`src/hw/rtl/dispersion_tensor_from_velocity_macros.svh`:
```
// assertion macros for the dispersion tensor block
// used by the top level only, no other dependencies
`ifndef DISPERSION_TENSOR_FROM_VELOCITY_MACROS_SVH
`define DISPERSION_TENSOR_FROM_VELOCITY_MACROS_SVH

// property checked outside reset
`define DTV_ASSERT(label, clk, rst, prop) \
  label: assert property (@(posedge clk) disable iff (rst) prop) \
    else $error("dtv check failed");

// property checked at every edge, reset included
`define DTV_ASSERT_ALWAYS(label, clk, prop) \
  label: assert property (@(posedge clk) prop) else $error("dtv check failed");

`endif

```
`src/hw/rtl/dtv_pkg.sv`:
```
// shared types and constants of the dispersion tensor pipeline
// no dependencies
package dtv_pkg;

  localparam int SQRT_STAGES = 16;
  localparam int DIV_STAGES  = 32;
  localparam int LANES       = 6;

  localparam logic [1:0] REG_ALPHA_L  = 2'd0;
  localparam logic [1:0] REG_ALPHA_TV = 2'd1;
  localparam logic [1:0] REG_ALPHA_TH = 2'd2;

  localparam int W_XX = 0;
  localparam int W_YY = 1;
  localparam int W_ZZ = 2;
  localparam int W_XY = 3;
  localparam int W_XZ = 4;
  localparam int W_YZ = 5;

  typedef struct packed {
    logic [31:0] ux;
    logic [31:0] uy;
    logic [31:0] uz;
    logic [16:0] sat;
    logic        nxy;
    logic        nxz;
    logic        nyz;
    logic        bad;
    logic        zero;
  } side_t;

  typedef logic [LANES-1:0][63:0] dvd_t;
  typedef logic [LANES-1:0][33:0] quot_t;

endpackage

```
`src/hw/rtl/dtv_sqrt.sv`:
```
// pipelined integer square root, two result bits per stage
// depends on dtv_pkg
module dtv_sqrt (
  input  logic            clk,
  input  logic            rst,
  input  logic            en,
  input  logic            in_valid,
  input  logic [63:0]     in_rad,
  input  dtv_pkg::side_t  in_side,
  output logic            out_valid,
  output logic [32:0]     out_root,
  output dtv_pkg::side_t  out_side
);

  localparam int STAGES = dtv_pkg::SQRT_STAGES;

  logic           v  [STAGES];
  logic [63:0]    x  [STAGES];
  logic [63:0]    r  [STAGES];
  dtv_pkg::side_t sd [STAGES];

  for (genvar k = 0; k < STAGES; k++) begin : g_stage
    localparam logic [63:0] BIT_A = 64'd1 << (62 - 4 * k);
    localparam logic [63:0] BIT_B = 64'd1 << (60 - 4 * k);
    logic           pv;
    logic [63:0]    px, pr, xa, ra, xb, rb;
    dtv_pkg::side_t ps;

    if (k == 0) begin : g_first
      assign pv = in_valid;
      assign px = in_rad;
      assign pr = '0;
      assign ps = in_side;
    end else begin : g_next
      assign pv = v[k-1];
      assign px = x[k-1];
      assign pr = r[k-1];
      assign ps = sd[k-1];
    end

    always_comb begin
      if (px >= pr + BIT_A) begin
        xa = px - (pr + BIT_A);
        ra = (pr >> 1) + BIT_A;
      end else begin
        xa = px;
        ra = pr >> 1;
      end
      if (xa >= ra + BIT_B) begin
        xb = xa - (ra + BIT_B);
        rb = (ra >> 1) + BIT_B;
      end else begin
        xb = xa;
        rb = ra >> 1;
      end
    end

    always_ff @(posedge clk) begin
      if (rst) begin
        v[k] <= 1'b0;
      end else if (en) begin
        v[k] <= pv;
      end
    end

    always_ff @(posedge clk) begin
      if (en) begin
        x[k]  <= xb;
        r[k]  <= rb;
        sd[k] <= ps;
      end
    end
  end

  assign out_valid = v[STAGES-1];
  assign out_root  = r[STAGES-1][32:0];
  assign out_side  = sd[STAGES-1];

endmodule

```
`config.mk`:
```
export PLATFORM = sky130hd
export DESIGN_NAME = dtv_sqrt
export DESIGN_NICKNAME = d
export VERILOG_FILES = /design/src/hw/rtl/dispersion_tensor_from_velocity_macros.svh /design/src/hw/rtl/dtv_pkg.sv /design/src/hw/rtl/dtv_sqrt.sv
export SDC_FILE = /design/constraint.sdc
export NUM_CORES = 2
export LEC_CHECK = 0
export BUFFER_PORTS_ARGS = -buffer_cell sky130_fd_sc_hd__clkbuf_2
export CORE_MARGIN = 4
export CORE_UTILIZATION = 30
export CTS_BUF_LIST = sky130_fd_sc_hd__clkbuf_2
export DETAILED_ROUTE_END_ITERATION = 8
export GPL_ROUTABILITY_DRIVEN = 0
export PLACE_DENSITY_LB_ADDON = 0.12
export SKIP_LAST_GASP = 1
export SLEW_MARGIN = 0
export SYNTH_ARGS = -nofsm -noshare
export SYNTH_HDL_FRONTEND = slang
export SYNTH_SLANG_ARGS = --single-unit
```
`constraint.sdc`:
```
create_clock -name clk -period 6.64 [get_ports clk]
set_input_delay 0.332 -clock clk [delete_from_list [all_inputs] [get_ports clk]]
set_output_delay 0.332 -clock clk [all_outputs]
set_load 0.05 [all_outputs]
```
== Word level (Yosys, flattened, before mapping) ==
Memories as Yosys holds them, arrays and structs flattened.
Index checks and enable logic that the tools add are counted.

* $add $sub $neg: 94
* Order comparisons: 32
* Mux-type cells: 86
* Bitwise gates (word level): 16

{| class="wikitable"
|+ Operator list
! cell !! number
|-
| $mux W64 || 63
|-
| $ge A64 B64 Y1 || 31
|-
| $sub A64 B64 Y64 || 31
|-
| $add A63 B1 Y64 const B || 1
|-
| $add A63 B11 Y64 const B || 1
|-
| $add A63 B13 Y64 const B || 1
|-
| $add A63 B15 Y64 const B || 1
|-
| $add A63 B17 Y64 const B || 1
|-
| $add A63 B19 Y64 const B || 1
|-
| $add A63 B21 Y64 const B || 1
|-
| $add A63 B23 Y64 const B || 1
|-
| $add A63 B25 Y64 const B || 1
|-
| $add A63 B27 Y64 const B || 1
|-
| $add A63 B29 Y64 const B || 1
|-
| $add A63 B3 Y64 const B || 1
|-
| $add A63 B31 Y64 const B || 1
|-
| $add A63 B33 Y64 const B || 1
|-
| $add A63 B35 Y64 const B || 1
|-
| $add A63 B37 Y64 const B || 1
|-
| $add A63 B39 Y64 const B || 1
|-
| $add A63 B41 Y64 const B || 1
|-
| $add A63 B43 Y64 const B || 1
|-
| $add A63 B45 Y64 const B || 1
|-
| $add A63 B47 Y64 const B || 1
|-
| other kinds (46) || 82
|}

* Flip-flop bits (word level): 0
* Bits in writable memories: 3,952
* Input port bits: 186
* Output and inout port bits: 152
* Logic and storage cells: 232
* Memories: 4

{| class="wikitable"
|+ Memory list
! name !! depth !! bits a word !! read ports !! clocked after Yosys merged registers in !! wr ports !! RTL line !! source
|-
| sd || 16 || 118 || 16 || 0 || 16 || dtv_sqrt.sv:20 || <nowiki>dtv_pkg::side_t sd [STAGES];</nowiki>
|-
| r || 16 || 64 || 16 || 0 || 16 || dtv_sqrt.sv:19 || <nowiki>logic [63:0] r [STAGES];</nowiki>
|-
| x || 16 || 64 || 15 || 0 || 16 || dtv_sqrt.sv:18 || <nowiki>logic [63:0] x [STAGES];</nowiki>
|-
| v || 16 || 1 || 16 || 0 || 16 || dtv_sqrt.sv:17 || <nowiki>logic v [STAGES];</nowiki>
|}

== Depth between registers and ports, before layout ==
An unclocked memory read counts as a cell.

* Depth in word-level cells: 7
* Gate-level depth with buffers: 31
* Mapped depth without buffers: 28

== Least setup slack after synthesis ==
No wires, ideal clock.

* Kind: register to register
* Start point: mem x[13][26] (netlist: x[1][346])
* End point: mem x[14][51] (netlist: x[1][435]) (data pin)
* Library setup time: 0.263 ns
* Data arrival time: 5.855 ns
* Required time: 6.377 ns
* Path slack: 0.522 ns
* Cell stages (with the launch flop): 26
* Buffers on the path: 3
* Period minus slack after synthesis: 6.118 ns
* Cells stage by stage: edfxtp_1 > ha_1 > buf_2 > nand4_1 > or4_1 > nor4_4 > nor4_4 > nand2_4 > clkbuf_1 > buf_1 > nor2_1 > a21oi_1 > ha_1 > a31o_2 > a21o_1 > a21o_1 > a21oi_1 > or2_2 > o211ai_1 > a41oi_1 > o21ai_0 > a221o_1 > a21o_1 > nor4b_4 > nand4_1 > xor2_1

{| class="wikitable"
|+ RTL lines
! element !! RTL line
|-
| start, declared || dtv_sqrt.sv:18
|}

==> summary.txt <==
Floorplan
  – Die Y: 692 µm
  – Initial core utilization: 30.2%
  – Core Area: 0.465 mm²
  – Die X: 692 µm
  – Full die area: 0.479 mm²
  – Core Rows: 250
  – IO Count: 338

Timing
  – Fmax: 148 MHz
  – Final Setup Violations: 1
  – Headroom to the max-slew limit: 23.8%
  – Worst clock skew: 0.273 ns
  – Worst-margin pin slew: 1.14 ns
  – Fin Hold WS: 0.336 ns
  – Max Transition Viols Final: 0
  – Minimum clock period: 6.75 ns
  – RSZ-0062 raised after global routing: yes
  – Final setup margin: -0.113 ns
  – Final hold vios: 0
  – Final period util: 102%

Worst setup path
  – CP max FO: 6
  – R2R depth: 27
  – Most used cell, CP: dlygate4sd3_1
  – Cells along the critical path: dlygate4sd3_1, dlygate4sd3_1, dlygate4sd3_1, clkbuf_2, dlygate4sd3_1, dlygate4sd3_1, nor4_1, nand4_1, or4_1, inv_1, a31oi_1, ha_1, dlygate4sd3_1, xor2_1, a21oi_1, dlygate4sd3_1, or3_1, nor2_1, dlygate4sd3_1, a21oi_1, dlygate4sd3_1
  – CP required: 8.70 ns
  – Flop-to-flop setup slack: 0.29 ns
  – FF-to-FF Start: r[1][352]$_DFFE_PP_
  – Crit-path max cell delay: 0.72 ns
  – Crit path DAT: 8.81 ns
  – Crit Path Class: in2reg
  – RR Endpoint: x[1][447]$_DFFE_PP_
  – CP Launch Type: primary input
  – CP max-delay cell: dlygate4sd3_1
  – Crit path launch: in_rad[11]
  – Critical Path End Type: flip-flop

Place
  – Port bufs: 336
  – Final HPWL DP: 238,000 µm
  – Placed insts: 17,200
  – Placed Instance Area: 0.155 mm²
  – DP Worst Slack: -0.377 ns

Min path
  – WHS Path Cells: 0
  – Hold path start: sd[1][22]$_DFFE_PP_
  – Hold endpoint: sd[1][140]$_DFFE_PP_
  – Type of the worst min-delay path: reg2reg

Layout
  – Finished Layout Cells: 19,500
  – Fill cells: 45,000
  – Reg area: 0.0942 mm²
  – Multi-input logic area: 0.0437 mm²
  – Post-route cell area: 0.171 mm²
  – Area grow syn2layout: 22.1%
  – Nets: 13,500
  – Layout cells sized above 1: 19.7%

Routing
  – DR pass1 iterations: 5
  – Vias/cell: 4.72
  – Final ANT Viol Nets: 0
  – DRC Markers: 0
  – Final WL: 347,000 µm
  – Iter 0 DRT Violations: 5,597
  – DR WL/cell: 17.8 µm
  – Vias: 92,200

Global routing
  – Initial antenna violation count: 33
  – Largest net degree at the start of global routing: 153
  – Total Routing Usage GR: 14.2%
  – Grt ovf: 0
  – Via count of the first global-routing pass: 96,900
  – First-pass GRT wire length: 542,000 µm

Synth
  – Largest family of logic cells by synthesized area: simple AND/OR/NAND/NOR gates
  – Async SR Flop Fraction: 0%
  – Unique masters post-synth: 122
  – YS warnings: 0
  – Adder-cell area share of the yosys netlist: 5.11%
  – Mux cell area share after synthesis: 0.911%
  – Synth area leader: edfxtp_1
  – Cell area after synthesis: 0.140 mm²
  – Post-synth top cells: edfxtp_1 (3,136), nand2_1 (701), nor2_1 (637), a21oi_1 (626), ha_1 (573)
  – Post-synthesis xor/xnor area fraction: 5.15%
  – Synth Area in Simple Gates: 10.6%
  – Count leader, synth: edfxtp_1
  – Synth top area share: 67.1%
  – Post-synth EDFFs: 3,136
  – Synthesized instance count: 10,200
  – Top FF cell, synth: edfxtp_1
  – Area fraction in compound gates after synthesis: 9.18%
  – Yosys reg bits: 3,136
  – Syn avg cell area: 13.7 µm²
  – Syn Nets: 11,000
  – Synth area leaders: edfxtp_1 (67%), ha_1 (5.1%), xnor2_1 (2.9%)
  – Sequential area share after synthesis: 67.1%

Clock network
  – Clock Latency Late Sink: 2.26 ns
  – Root Driver: clkbuf_2
  – Longest Clk Path Bufs: 4
  – Num Clock Sinks: 3,136
  – H-Tree Depth: 6
  – Clock-pin transition on the worst setup and hold timing paths: 0.09 ns
  – CTS tree: done
  – Cts bufs inserted: 825

Pwr
  – Clock share of power: 22.7%
  – Comb pwr share: 33.2%
  – PwrDens: 343 mW/mm²
  – Leakage: 65.2 nW
  – Reg power frac: 44.1%
  – Net switching power: 0.0203 W
  – Total power: 0.0587 W
  – Sw frac: 34.6%
  – Cell Int Power: 0.0384 W
  – Max IR drop VDD: 0.212 mV

Job
  – Max Cap Viol: 0

Status
  – Outcome: finished with violations
  – Failing checks: setup timing
## logic make-up after synthesis
family	count (synthesis)
multiplexers	116
flip-flops	3136
adder cells (fa/ha/maj)	573
AO/OA/AOI/OAI	2012
XOR/XNOR	824
other	1
AND/OR/NAND/NOR	2871
buffers and inverters	681
## repair_timing
| item | CTS | global route |
|---|---|---|
| hold buffers | 868 | 0 |
| gates cloned | 0 | 1 |
| setup endpoints to repair | 36 | 238 |
| resized for setup | 9 | 85 |
| pin swaps | 0 | 14 |
| endpoints found under the hold margin | 3336 | 0 |
| setup buffers | 0 | 17 |
## metal layers
layer | global-route usage (%) | vias to the layer above | share of wire (%)
met5 | 0 | - | 0.070
met4 | 7.13 | 36 | 4.9
met3 | 2.96 | 1046 | 4.9
met2 | 24.3 | 2579 | 49
met1 | 16.7 | 44000 | 41
li1 | - | 44500 | -
## stage by stage
stage	utilization, %	setup TNS [ns]
finish	36.8	-0.113
global route	36.8	-0.0102
CTS	36.7	0
detailed placement	33.3	-2.05
global placement	33.3	-1.20
floorplan	-	0
## worst max-delay path by stage
stage                     cells after the start                  end  slack [ns]
after floorplan                              25  x[1][435]$_DFFE_PP_        0.52
after global placement                       27  r[1][448]$_DFFE_PP_       -0.73
after detailed placement                     26  r[1][448]$_DFFE_PP_       -0.38
after CTS                                    25  x[1][447]$_DFFE_PP_       0.004
after global routing                         21  x[1][245]$_DFFE_PP_      -0.007
final                                        21   x[0][61]$_DFFE_PP_       -0.11
## flip-flops by register name, indices dropped and copies added (netlist names)
| name | count |
|---|---|
| v | 16 |
| x | 960 |
| sd | 1888 |
| r | 272 |
## cell usage in the layout, fill, tap and decap left out, drive strengths merged, types with 93 or more instances in the layout
master,instances
nand2,703
dlygate4sd3,867
xnor2,471
ha,573
clkinv,177
nor2,638
clkbuf,1517
a21oi,629
nor4,223
inv,507
nand3,218
xor2,353
edfxtp,3136
buf,727
nor3,207
a21o,250
o21a,95
mux2,93
o21ai,428
nand4,148
## power by group through the flow
| stage | combinational (W) | sequential [W] | clock [W] |
|---|---|---|---|
| floorplan | 0.0127 | 0.0259 | 0 |
| global placement | 0.0186 | 0.0263 | 0 |
| detailed placement | 0.0187 | 0.0263 | 0 |
| CTS | 0.0193 | 0.0259 | 0.0143 |
| global route | 0.0216 | 0.0261 | 0.0154 |
| finish | 0.0195 | 0.0259 | 0.0133 |
## critical path, delay by kind of cell
| family | cells | cell delay (ns) |
|---|---|---|
| AO/OA/AOI/OAI | 3 | 0.33 |
| XOR/XNOR | 1 | 0.18 |
| adder cells (fa/ha/maj) | 1 | 0.33 |
| buffers and inverters | 11 | 5.83 |
| AND/OR/NAND/NOR | 5 | 1.81 |
## layout make-up
class / count / share of cell area [%]
Antenna cell: 19 / 0.0278
Clock buffer: 1181 / 3.45
Clock inverter: 225 / 0.886
Inverter: 475 / 1.05
Multi-Input combinational cell: 6397 / 25.6
Sequential cell: 3136 / 55.0
Tap cell: 6174 / 4.51
Timing Repair Buffer: 1930 / 9.52
(Power assumes the default switching activity.)
